## src/rtl/cst_pkg.sv

```systemverilog
`timescale 1ns / 1ps

package cst_pkg;

  localparam int CST_MAX_LEXEME = 32;

  // scan modes
  localparam logic [2:0] M_START  = 3'd0;
  localparam logic [2:0] M_IDENT  = 3'd1;
  localparam logic [2:0] M_NUMBER = 3'd2;
  localparam logic [2:0] M_OPER   = 3'd3;
  localparam logic [2:0] M_PAREN  = 3'd4;

  // token kinds
  localparam logic [3:0] K_UNKNOWN = 4'd0;
  localparam logic [3:0] K_IDENT   = 4'd1;
  localparam logic [3:0] K_INT     = 4'd2;
  localparam logic [3:0] K_LPAREN  = 4'd3;
  localparam logic [3:0] K_RPAREN  = 4'd4;
  localparam logic [3:0] K_ASSIGN  = 4'd5;
  localparam logic [3:0] K_ADD     = 4'd6;
  localparam logic [3:0] K_SUB     = 4'd7;
  localparam logic [3:0] K_MUL     = 4'd8;
  localparam logic [3:0] K_DIV     = 4'd9;
  localparam logic [3:0] K_DELIM   = 4'd10;
  localparam logic [3:0] K_BAD     = 4'd11;
  localparam logic [3:0] K_END     = 4'd12;

  // characters
  localparam logic [7:0] CH_UNDERSCORE = 8'h5F;
  localparam logic [7:0] CH_SEMI       = 8'h3B;
  localparam logic [7:0] CH_LPAREN     = 8'h28;
  localparam logic [7:0] CH_RPAREN     = 8'h29;
  localparam logic [7:0] CH_EQ         = 8'h3D;
  localparam logic [7:0] CH_PLUS       = 8'h2B;
  localparam logic [7:0] CH_MINUS      = 8'h2D;
  localparam logic [7:0] CH_STAR       = 8'h2A;
  localparam logic [7:0] CH_SLASH      = 8'h2F;
  localparam logic [7:0] CH_LF         = 8'h0A;
  localparam logic [7:0] CH_TAB        = 8'h09;
  localparam logic [7:0] CH_VT         = 8'h0B;
  localparam logic [7:0] CH_FF         = 8'h0C;
  localparam logic [7:0] CH_CR         = 8'h0D;
  localparam logic [7:0] CH_SPACE      = 8'h20;

  // what one input beat does to the scanner
  typedef struct packed {
    logic       eoi;
    logic       flush;
    logic       push;
    logic       bad;
    logic       newline;
    logic       semi;
    logic [2:0] mode;
    logic [7:0] chr;
  } act_t;

  typedef struct packed {
    logic [3:0]  kind;
    logic [7:0]  lexeme_byte;
    logic        last;
    logic [15:0] row;
    logic [15:0] col;
    logic [15:0] stmt;
    logic        trunc;
  } out_item_t;

  function automatic logic is_letter(logic [7:0] c);
    return (c >= 8'h41 && c <= 8'h5A) || (c >= 8'h61 && c <= 8'h7A);
  endfunction

  function automatic logic is_digit(logic [7:0] c);
    return c >= 8'h30 && c <= 8'h39;
  endfunction

  function automatic logic is_oper(logic [7:0] c);
    return c inside {CH_PLUS, CH_MINUS, CH_STAR, CH_SLASH, CH_EQ};
  endfunction

  function automatic logic is_space(logic [7:0] c);
    return c inside {CH_SPACE, CH_TAB, CH_LF, CH_CR, CH_VT, CH_FF};
  endfunction

  function automatic logic [15:0] sat_inc(logic [15:0] v);
    return (v == 16'hFFFF) ? v : v + 16'd1;
  endfunction

  function automatic logic [3:0] classify(logic single, logic all_digits, logic [7:0] first);
    logic [3:0] k;
    k = K_UNKNOWN;
    if (single) begin
      if (is_digit(first)) k = K_INT;
      else if (is_letter(first)) k = K_IDENT;
      else begin
        case (first)
          CH_LPAREN: k = K_LPAREN;
          CH_RPAREN: k = K_RPAREN;
          CH_EQ:     k = K_ASSIGN;
          CH_PLUS:   k = K_ADD;
          CH_MINUS:  k = K_SUB;
          CH_STAR:   k = K_MUL;
          CH_SLASH:  k = K_DIV;
          CH_SEMI:   k = K_DELIM;
          default:   k = K_UNKNOWN;
        endcase
      end
    end else if (all_digits) begin
      k = K_INT;
    end else if (is_letter(first)) begin
      k = K_IDENT;
    end
    return k;
  endfunction

  function automatic act_t decode(logic [7:0] c, logic eoi, logic [2:0] mode);
    act_t       a;
    logic [2:0] m;
    logic       in_word;
    m       = (mode > M_PAREN) ? M_START : mode;
    in_word = (m == M_IDENT) || (m == M_NUMBER);
    a       = '0;
    a.chr   = c;
    a.mode  = M_START;
    if (eoi) begin
      a.eoi   = 1'b1;
      a.flush = 1'b1;
    end else if (is_space(c)) begin
      a.flush   = 1'b1;
      a.newline = (c == CH_LF);
    end else if (c == CH_SEMI) begin
      a.flush = 1'b1;
      a.push  = 1'b1;
      a.semi  = 1'b1;
    end else if (is_letter(c) || c == CH_UNDERSCORE) begin
      a.flush = !in_word;
      a.push  = 1'b1;
      a.mode  = M_IDENT;
    end else if (is_digit(c)) begin
      a.flush = !in_word;
      a.push  = 1'b1;
      a.mode  = in_word ? m : M_NUMBER;
    end else if (is_oper(c)) begin
      a.flush = (m != M_OPER);
      a.push  = 1'b1;
      a.mode  = M_OPER;
    end else if (c == CH_LPAREN || c == CH_RPAREN) begin
      a.flush = 1'b1;
      a.push  = 1'b1;
      a.mode  = M_PAREN;
    end else begin
      a.flush = 1'b1;
      a.bad   = 1'b1;
    end
    return a;
  endfunction

endpackage

```

## src/rtl/cst_ram.sv

```systemverilog
`timescale 1ns / 1ps

module cst_ram #(
  parameter int WIDTH = 8,
  parameter int DEPTH = 32
) (
  input  logic                     clk,
  input  logic                     wr_en,
  input  logic [$clog2(DEPTH)-1:0] wr_addr,
  input  logic [WIDTH-1:0]         wr_data,
  input  logic                     rd_en,
  input  logic [$clog2(DEPTH)-1:0] rd_addr,
  output logic [WIDTH-1:0]         rd_data
);

  logic [WIDTH-1:0] mem [DEPTH];
  logic [WIDTH-1:0] rd_data_r;

  always_ff @(posedge clk) begin
    if (wr_en) begin
      mem[wr_addr] <= wr_data;
    end
    if (rd_en) begin
      rd_data_r <= mem[rd_addr];
    end
  end

  assign rd_data = rd_data_r;

endmodule

```

## src/rtl/cst_emit.sv

```systemverilog
`timescale 1ns / 1ps

module cst_emit import cst_pkg::*; (
  input  logic        clk,
  input  logic        rst_n,
  input  logic        load,
  input  out_item_t   item,
  output logic        free,
  output logic        out_tvalid,
  input  logic        out_tready,
  output logic [55:0] out_tdata,
  output logic [4:0]  out_tuser,
  output logic        out_tlast
);

  logic      valid_r, valid_nxt;
  out_item_t item_r;

  // register may take a new beat when empty or being drained this cycle
  assign free = !valid_r || out_tready;

  always_comb begin
    valid_nxt = valid_r;
    if (load) valid_nxt = 1'b1;
    else if (out_tready) valid_nxt = 1'b0;
  end

  always_ff @(posedge clk) begin
    if (!rst_n) begin
      valid_r <= 1'b0;
    end else begin
      valid_r <= valid_nxt;
    end
  end

  always_ff @(posedge clk) begin
    if (load) begin
      item_r <= item;
    end
  end

  assign out_tvalid = valid_r;
  assign out_tdata  = {item_r.stmt, item_r.col, item_r.row, item_r.lexeme_byte};
  assign out_tuser  = {item_r.trunc, item_r.kind};
  assign out_tlast  = item_r.last;

endmodule

```

## src/rtl/char_stream_tokenizer_unit.sv

```systemverilog
// A byte that closes no lexeme and is not illegal sends no beat.
// A byte that closes an N-byte lexeme does one read lead-in from the lexeme store,
// then one beat per cycle set by its single read port, unless the output stalls.
// An illegal byte or the end beat adds its own result beat.
// rst_n is synchronous, active low: mode, length and counters clear at once; the
// lexeme store is not cleared, it is only read below the current length.
`timescale 1ns / 1ps

module char_stream_tokenizer_unit import cst_pkg::*; #(
  parameter int MAX_LEXEME = CST_MAX_LEXEME
) (
  input  logic        clk,
  input  logic        rst_n,
  input  logic        in_tvalid,
  output logic        in_tready,
  input  logic [7:0]  in_tdata,   // [7:0] char_byte
  input  logic        in_tlast,   // end_of_input
  output logic        out_tvalid,
  input  logic        out_tready,
  output logic [55:0] out_tdata,  // [7:0] lexeme_byte, [23:8] token_row,
                                  // [39:24] token_column, [55:40] statement_count
  output logic [4:0]  out_tuser,  // [3:0] kind, [4] lexeme_truncated
  output logic        out_tlast   // last_of_run
);

  localparam int LEN_W = $clog2(MAX_LEXEME + 1);
  localparam int IDX_W = $clog2(MAX_LEXEME);
  localparam logic [LEN_W-1:0] LEN_MAX = LEN_W'(MAX_LEXEME);
  localparam logic [LEN_W-1:0] LEN_ONE = LEN_W'(1);

  localparam logic [1:0] S_IDLE  = 2'd0;
  localparam logic [1:0] S_FLUSH = 2'd1;
  localparam logic [1:0] S_EMIT  = 2'd2;

  logic [1:0]       state_r, state_nxt;
  logic [2:0]       mode_r, mode_nxt;
  logic [LEN_W-1:0] len_r, len_nxt;
  logic [LEN_W-1:0] rd_idx_r, rd_idx_nxt;
  logic [15:0]      row_r, row_nxt;
  logic [15:0]      col_r, col_nxt;
  logic [15:0]      stmt_r, stmt_nxt;
  logic             ad_r, ad_nxt;
  logic             ov_r, ov_nxt;
  logic             pend_r, pend_nxt;
  logic [7:0]       first_r, first_nxt;
  act_t             act_r;
  logic [3:0]       kind_r;

  act_t             act_in, fin_act;
  logic             accept, need_flush_in, need_out_in;
  logic             load_ram, flush_done, emit_extra, fin_en, tail_beat;
  logic             rd_en, wr_en, out_free;
  logic [IDX_W-1:0] wr_addr;
  logic [LEN_W-1:0] base_len;
  logic [7:0]       ram_q;
  out_item_t        item;

  assign in_tready = (state_r == S_IDLE);

  always_comb begin
    accept        = in_tvalid && in_tready;
    act_in        = decode(in_tdata, in_tlast, mode_r);
    need_flush_in = act_in.flush && (len_r != '0);
    need_out_in   = need_flush_in || act_in.bad || act_in.eoi;
    tail_beat     = act_r.bad || act_r.eoi;

    // RAM data is the byte at rd_idx_r-1; it moves out when the output stage frees
    load_ram   = (state_r == S_FLUSH) && pend_r && out_free;
    flush_done = load_ram && (rd_idx_r == len_r);
    rd_en      = (state_r == S_FLUSH) && (rd_idx_r != len_r) && (!pend_r || load_ram);
    emit_extra = (state_r == S_EMIT) && out_free;

    fin_en  = (accept && !need_out_in) || (flush_done && !tail_beat) || emit_extra;
    fin_act = (state_r == S_IDLE) ? act_in : act_r;

    item.row  = row_r;
    item.col  = col_r;
    item.stmt = stmt_r;
    if (state_r == S_EMIT) begin
      item.kind        = act_r.eoi ? K_END : K_BAD;
      item.lexeme_byte = act_r.eoi ? 8'h00 : act_r.chr;
      item.last        = 1'b1;
      item.trunc       = 1'b0;
    end else begin
      item.kind        = kind_r;
      item.lexeme_byte = ram_q;
      item.last        = (rd_idx_r == len_r) && !tail_beat;
      item.trunc       = ov_r;
    end
  end

  always_comb begin
    state_nxt  = state_r;
    mode_nxt   = mode_r;
    len_nxt    = len_r;
    rd_idx_nxt = rd_idx_r;
    row_nxt    = row_r;
    col_nxt    = col_r;
    stmt_nxt   = stmt_r;
    ad_nxt     = ad_r;
    ov_nxt     = ov_r;
    first_nxt  = first_r;
    pend_nxt   = pend_r;
    wr_en      = 1'b0;
    wr_addr    = '0;
    base_len   = len_r;

    unique case (state_r)
      S_IDLE: begin
        if (accept && need_out_in) begin
          state_nxt = need_flush_in ? S_FLUSH : S_EMIT;
        end
      end
      S_FLUSH: begin
        if (flush_done) begin
          state_nxt = tail_beat ? S_EMIT : S_IDLE;
        end
      end
      S_EMIT: begin
        if (out_free) begin
          state_nxt = S_IDLE;
        end
      end
      default: begin
        state_nxt = S_IDLE;
      end
    endcase

    if (accept) begin
      rd_idx_nxt = '0;
      if (!act_in.eoi) begin
        col_nxt = sat_inc(col_r);
      end
    end
    if (rd_en) begin
      rd_idx_nxt = rd_idx_r + LEN_ONE;
      pend_nxt   = 1'b1;
    end else if (load_ram) begin
      pend_nxt = 1'b0;
    end

    // commit the beat's effect once all of its results are out
    if (fin_en) begin
      if (fin_act.eoi) begin
        mode_nxt = M_START;
        len_nxt  = '0;
        row_nxt  = '0;
        col_nxt  = '0;
        stmt_nxt = '0;
        ad_nxt   = 1'b1;
        ov_nxt   = 1'b0;
      end else begin
        if (fin_act.flush) begin
          base_len = '0;
          ad_nxt   = 1'b1;
          ov_nxt   = 1'b0;
        end
        len_nxt = base_len;
        if (fin_act.push) begin
          if (base_len < LEN_MAX) begin
            wr_en   = 1'b1;
            wr_addr = base_len[IDX_W-1:0];
            len_nxt = base_len + LEN_ONE;
            if (!is_digit(fin_act.chr)) ad_nxt = 1'b0;
            if (base_len == '0) first_nxt = fin_act.chr;
          end else begin
            ov_nxt = 1'b1;
          end
        end
        if (fin_act.newline) begin
          row_nxt = sat_inc(row_r);
          col_nxt = '0;
        end
        if (fin_act.semi) begin
          stmt_nxt = sat_inc(stmt_r);
        end
        mode_nxt = fin_act.mode;
      end
    end
  end

  always_ff @(posedge clk) begin
    if (!rst_n) begin
      state_r  <= S_IDLE;
      mode_r   <= M_START;
      len_r    <= '0;
      rd_idx_r <= '0;
      row_r    <= '0;
      col_r    <= '0;
      stmt_r   <= '0;
      ad_r     <= 1'b1;
      ov_r     <= 1'b0;
      pend_r   <= 1'b0;
    end else begin
      state_r  <= state_nxt;
      mode_r   <= mode_nxt;
      len_r    <= len_nxt;
      rd_idx_r <= rd_idx_nxt;
      row_r    <= row_nxt;
      col_r    <= col_nxt;
      stmt_r   <= stmt_nxt;
      ad_r     <= ad_nxt;
      ov_r     <= ov_nxt;
      pend_r   <= pend_nxt;
    end
  end

  always_ff @(posedge clk) begin
    first_r <= first_nxt;
    if (accept) begin
      act_r  <= act_in;
      kind_r <= classify(len_r == LEN_ONE, ad_r, first_r);
    end
  end

  cst_ram #(
    .WIDTH (8),
    .DEPTH (MAX_LEXEME)
  ) u_store (
    .clk     (clk),
    .wr_en   (wr_en),
    .wr_addr (wr_addr),
    .wr_data (fin_act.chr),
    .rd_en   (rd_en),
    .rd_addr (rd_idx_r[IDX_W-1:0]),
    .rd_data (ram_q)
  );

  cst_emit u_emit (
    .clk        (clk),
    .rst_n      (rst_n),
    .load       (load_ram || emit_extra),
    .item       (item),
    .free       (out_free),
    .out_tvalid (out_tvalid),
    .out_tready (out_tready),
    .out_tdata  (out_tdata),
    .out_tuser  (out_tuser),
    .out_tlast  (out_tlast)
  );

endmodule

```

## config.mk

```make
export PLATFORM = sky130hd
export DESIGN_NAME = char_stream_tokenizer_unit
export DESIGN_NICKNAME = d
export VERILOG_FILES = /design/src/rtl/cst_pkg.sv /design/src/rtl/cst_ram.sv /design/src/rtl/cst_emit.sv /design/src/rtl/char_stream_tokenizer_unit.sv
export SDC_FILE = /design/constraint.sdc
export NUM_CORES = 1
export LEC_CHECK = 0
export BUFFER_PORTS_ARGS = -buffer_cell sky130_fd_sc_hd__buf_4
export CAP_MARGIN = 20
export CORE_ASPECT_RATIO = 0.8
export CORE_MARGIN = 2
export CORE_UTILIZATION = 48
export DETAILED_ROUTE_END_ITERATION = 8
export PLACE_DENSITY = 0.71
export SLEW_MARGIN = 5
export SYNTH_ARGS = -nofsm -noshare
export SYNTH_HDL_FRONTEND = slang
export SYNTH_HIERARCHICAL = 1
export SYNTH_SLANG_ARGS = --single-unit
```

## constraint.sdc

```tcl
create_clock -name clk -period 11.5 [get_ports clk]
set_input_delay 0.575 -clock clk [delete_from_list [all_inputs] [get_ports clk]]
set_output_delay 0.575 -clock clk [all_outputs]
set_load 0.05 [all_outputs]
```

==> run_results.csv <==
group,metric,value,unit
yosys,synth_enable_flop_cells,355,
place,portBuffers,76,
drt,drt_first_iter_violations,1414,
floorplan,core_region_area,0.03607,sq mm
sta,layout_worst_path_cycle_share,0.4179,
clock_tree,postCtsHoldBufs,0,
layout,post-route-util,0.5539,
layout,antenna-diode-count,0,
sta,rsz0062_at_grt,"no",
yosys,synthArstFlopShare,0,
global_route,grt.overflow.total,0,
yosys,synthDistinctLibCells,77,
critical_path,regToRegStartpoint,"state_r[1]",
sta,relSlewSlack,0.2971,
drt,routed_wire_length_per_instance,23.20,um
sta,hold_viol,0,
layout,drive_above_1_share,0.2102,
critical_path,critical_path.reg2reg.endpoint,"u_store/mem[17][4]",
yosys,netlist_instances,1160,
place,finalWeightedCongestion,0.8452,
critical_path,critPathTopFamily,"simple AND/OR/NAND/NOR gates",
global_route,grt_pass1_wl,61240,um
floorplan,top_level_ports,77,
critical_path,ff2ff_path_depth,9,
clock_tree,ctsResizeCount,0,
power_and_ir_drop,largest_vdd_supply_drop,0.1222,mV
power_and_ir_drop,p_per_area,159.3,mW/mm^2
yosys,synth_ff_type,"sky130_fd_sc_hd__edfxtp_1",
min_path,hold_path.class,"in2reg",
yosys,synth_nets,1180,
critical_path,cp_data_arrival_time,4970,ps
global_route,grt_antenna_before_repair,1,
power_and_ir_drop,totalPowerFinal,3.182,mW
sta,timing.final.ws_setup,6694,ps
clock_tree,tritoncts_clock_tree,"built",
floorplan,fp.dieW,218.5,um
drt,remaining_drc_errors,0,
critical_path,critical_path_peak_fanout,20,
sta,setup_viol_count_final,0,
clock_tree,clockBufferDepth,3,
yosys,ys_ff_latch,424,
floorplan,rows,62,
critical_path,worstSetupPathType,"reg2reg",
layout,area.growth.synth_to_final,13.10,%
clock_tree,clock-root-buffer,"sky130_fd_sc_hd__clkbuf_16",
sta,fin_crit,4806,ps
critical_path,worst-path-buf-inv,1,
layout,fillerInstances,2838,
yosys,synth_warnings,6,
sta,clock-skew-final,17.21,ps
yosys,netlist_area_before_placement,0.01767,sq mm
min_path,hold_start,"in_tdata[7]",
global_route,global_routing_usage_summed_across_all_routing_layers,0.2121,
drt,route.vias.total,10680,
sta,worst_slew_pin_slew,1054,ps
sta,fmaxAchievable,208.1,MHz
critical_path,regToRegSetupSlack,6690,ps
yosys,average_cell_area_after_synthesis,15.23,sq um
global_route,first_global_vias,10090,
drt,viasPerCell,6.135,
drt,route.final.wire_length,40390,um
floorplan,floorplan_die_area,0.03836,sq mm
clock_tree,clkSinkCount,424,
place,dp_worst_setup_slack,6609,ps
clock_tree,clk_pin_slew_worst_paths,60,ps
sta,hold-worst-slack,275.7,ps
global_route,grt_max_degree,69,
drt,drt-pass1-iter-count,5,
floorplan,floorplan.initialDensity,0.4897,
critical_path,start_kind,"flop",
yosys,yosysSeqAreaShare,0.6816,
clock_tree,cts_made_buffers,40,
floorplan,die_y,175.6,um
min_path,holdPathEnd,"act_r[7]",
critical_path,critical-path-slowest-cell,"sky130_fd_sc_hd__nor2_1",
layout,fin_nets,1252,
outcome,status,"finished, final reports clean",
clock_tree,clock_latency_reported_for_the_late_side_of_the_worst_skew_pair,540,ps
place,hpwl,25620,um
clock_tree,cts_setup_buffers,0,
critical_path,crit_chain,"or2_2 > clkinv_1 > nand2_1 > nor2_1 > a31o_2 > and3_1 > and3_1 > or3b_2 > nor2_1",
power_and_ir_drop,p_leak,6.319,nW
sta,fin_setup_tns,0,ps
clock_tree,htree_num_levels,2,
min_path,hold_depth,1,
run,max-cap-violations,0,
sta,maxSlewViolCount,0,
critical_path,required,11670,ps
drt,antenna_violating_nets_post_route,0,
critical_path,timing.critical_path.slowest_cell_delay,630,ps
critical_path,end_kind,"flop",
[synthesized netlist by cell type, types with 4 or more instances]
cell | n | area [sq um]
sky130_fd_sc_hd__edfxtp_1 | 355 | 10660
sky130_fd_sc_hd__nand2_1 | 86 | 322.8
sky130_fd_sc_hd__mux4_2 | 80 | 1802
sky130_fd_sc_hd__nor2_1 | 80 | 300.3
sky130_fd_sc_hd__dfxtp_1 | 69 | 1381
sky130_fd_sc_hd__a21oi_1 | 45 | 225.2
sky130_fd_sc_hd__o21ai_0 | 37 | 185.2
sky130_fd_sc_hd__nand3_1 | 35 | 175.2
sky130_fd_sc_hd__clkbuf_1 | 33 | 123.9
sky130_fd_sc_hd__inv_1 | 23 | 86.33
sky130_fd_sc_hd__and3_1 | 19 | 118.9
sky130_fd_sc_hd__nand4_1 | 19 | 118.9
sky130_fd_sc_hd__nand2b_1 | 16 | 100.1
sky130_fd_sc_hd__or3_1 | 14 | 87.58
sky130_fd_sc_hd__nor3_1 | 13 | 65.06
sky130_fd_sc_hd__or4_1 | 12 | 90.09
sky130_fd_sc_hd__and2_1 | 11 | 68.82
sky130_fd_sc_hd__o31ai_1 | 11 | 82.58
sky130_fd_sc_hd__xnor2_1 | 11 | 96.34
sky130_fd_sc_hd__buf_2 | 10 | 50.05
sky130_fd_sc_hd__mux2_2 | 10 | 112.6
sky130_fd_sc_hd__nor4_1 | 9 | 56.30
sky130_fd_sc_hd__buf_1 | 8 | 30.03
sky130_fd_sc_hd__nor3b_1 | 8 | 60.06
sky130_fd_sc_hd__or2_2 | 8 | 50.05
sky130_fd_sc_hd__xor2_1 | 8 | 70.07
sky130_fd_sc_hd__a211oi_1 | 7 | 52.55
sky130_fd_sc_hd__a31oi_1 | 7 | 43.79
sky130_fd_sc_hd__and4_1 | 7 | 61.31
sky130_fd_sc_hd__ha_1 | 7 | 87.58
sky130_fd_sc_hd__mux2i_1 | 7 | 70.07
sky130_fd_sc_hd__buf_4 | 6 | 45.04
sky130_fd_sc_hd__nand3b_1 | 6 | 45.04
sky130_fd_sc_hd__a2111oi_0 | 5 | 43.79
sky130_fd_sc_hd__o21a_1 | 5 | 37.54
sky130_fd_sc_hd__a21o_1 | 4 | 30.03
sky130_fd_sc_hd__nand4b_1 | 4 | 35.03
sky130_fd_sc_hd__nor2b_1 | 4 | 25.02
sky130_fd_sc_hd__nor4b_1 | 4 | 35.03
sky130_fd_sc_hd__o31a_1 | 4 | 35.03
[flip-flops by register name (all words and copies together), names as in the netlist, 5 cells and up]
signal / count
u_store/mem: 256
u_emit/out_tdata: 56
act_r: 17
col_r: 16
row_r: 16
stmt_r: 16
first_r: 8
u_store/rd_data: 8
len_r: 6
rd_idx_r: 6
u_emit/out_tuser: 5
[area by class of cell]
cell class | count | area, sq um | share of cell area
Sequential cell | 424 | 12050 | 0.6029
Tap cell | 480 | 600.6 | 0.03006
Inverter | 24 | 90.09 | 0.004509
Clock inverter | 25 | 229.0 | 0.01146
Multi-Input combinational cell | 652 | 5285 | 0.2645
Timing Repair Buffer | 90 | 695.7 | 0.03482
Clock buffer | 46 | 1033 | 0.05173
[worst max path at each step]
stage                      startpoint                  end  slack (ps)  depth (start not counted)
final                      state_r[1]   u_store/mem[17][4]        6690                          9
after global routing       state_r[1]   u_store/mem[19][3]        6440                          9
after CTS                  state_r[1]   u_store/mem[19][3]        6780                          9
after detailed placement  in_tdata[6]   u_store/mem[19][5]        6610                         12
after global placement    in_tdata[6]    u_store/mem[7][1]        6770                         12
after floorplan            out_tready  u_emit/out_tdata[0]        7140                          3
[cell usage in the layout (no fill, tap or decap), types with 6 or more instances in the layout]
| master | n |
|---|---|
| sky130_fd_sc_hd__and3_1 | 19 |
| sky130_fd_sc_hd__a31oi_1 | 7 |
| sky130_fd_sc_hd__nand3_1 | 35 |
| sky130_fd_sc_hd__nand2b_1 | 16 |
| sky130_fd_sc_hd__clkinv_1 | 12 |
| sky130_fd_sc_hd__nor2_1 | 80 |
| sky130_fd_sc_hd__o21ai_0 | 37 |
| sky130_fd_sc_hd__nand2_2 | 7 |
| sky130_fd_sc_hd__and2_1 | 11 |
| sky130_fd_sc_hd__mux2i_1 | 7 |
| sky130_fd_sc_hd__nor3_1 | 13 |
| sky130_fd_sc_hd__and4_1 | 7 |
| sky130_fd_sc_hd__nand3b_1 | 6 |
| sky130_fd_sc_hd__nand4_1 | 19 |
| sky130_fd_sc_hd__inv_1 | 23 |
| sky130_fd_sc_hd__clkinv_2 | 7 |
| sky130_fd_sc_hd__xnor2_1 | 11 |
| sky130_fd_sc_hd__a21oi_1 | 44 |
| sky130_fd_sc_hd__buf_4 | 89 |
| sky130_fd_sc_hd__edfxtp_1 | 355 |
| sky130_fd_sc_hd__ha_1 | 7 |
| sky130_fd_sc_hd__clkbuf_16 | 40 |
| sky130_fd_sc_hd__or3_1 | 14 |
| sky130_fd_sc_hd__xor2_1 | 8 |
| sky130_fd_sc_hd__dfxtp_1 | 67 |
| sky130_fd_sc_hd__or2_2 | 8 |
| sky130_fd_sc_hd__mux4_2 | 80 |
| sky130_fd_sc_hd__nor3b_1 | 8 |
| sky130_fd_sc_hd__mux2_2 | 10 |
| sky130_fd_sc_hd__nand2_1 | 79 |
| sky130_fd_sc_hd__or4_1 | 12 |
| sky130_fd_sc_hd__nor4_1 | 9 |
| sky130_fd_sc_hd__o31ai_1 | 10 |
| sky130_fd_sc_hd__a211oi_1 | 7 |
[per-stage QoR]
stage	instances	area, sq um
after floorplan	1160	17670
after detailed placement	1669	18690
final	1741	19980
after CTS	1740	19950
after global placement	1669	18690
after global routing	1741	19980
[kinds of logic after synthesis]
logic type | synth area share
xor+xnor | 0.009420
compound gates | 0.06254
mux | 0.1123
buf+inv | 0.02111
fa+ha+maj | 0.004958
flops | 0.6816
simple gates | 0.1080
[layer usage]
| layer | track usage | part of all wire |
|---|---|---|
| met5 | 0 | 0 |
| met3 | 0.04433 | 0.088 |
| met4 | 0.05726 | 0.022 |
| met1 | 0.3349 | 0.46 |
| met2 | 0.2977 | 0.43 |
[where the power goes]
part | switching, mW | leakage (nW) | total (mW) | internal, mW
combinational | 0.148 | 1.95 | 0.189 | 0.0407
clock | 0.548 | 0.619 | 1.28 | 0.735
sequential | 0.0103 | 3.75 | 1.71 | 1.70
total | 0.707 | 6.32 | 3.18 | 2.48
Power figures use the tool's default switching activity.
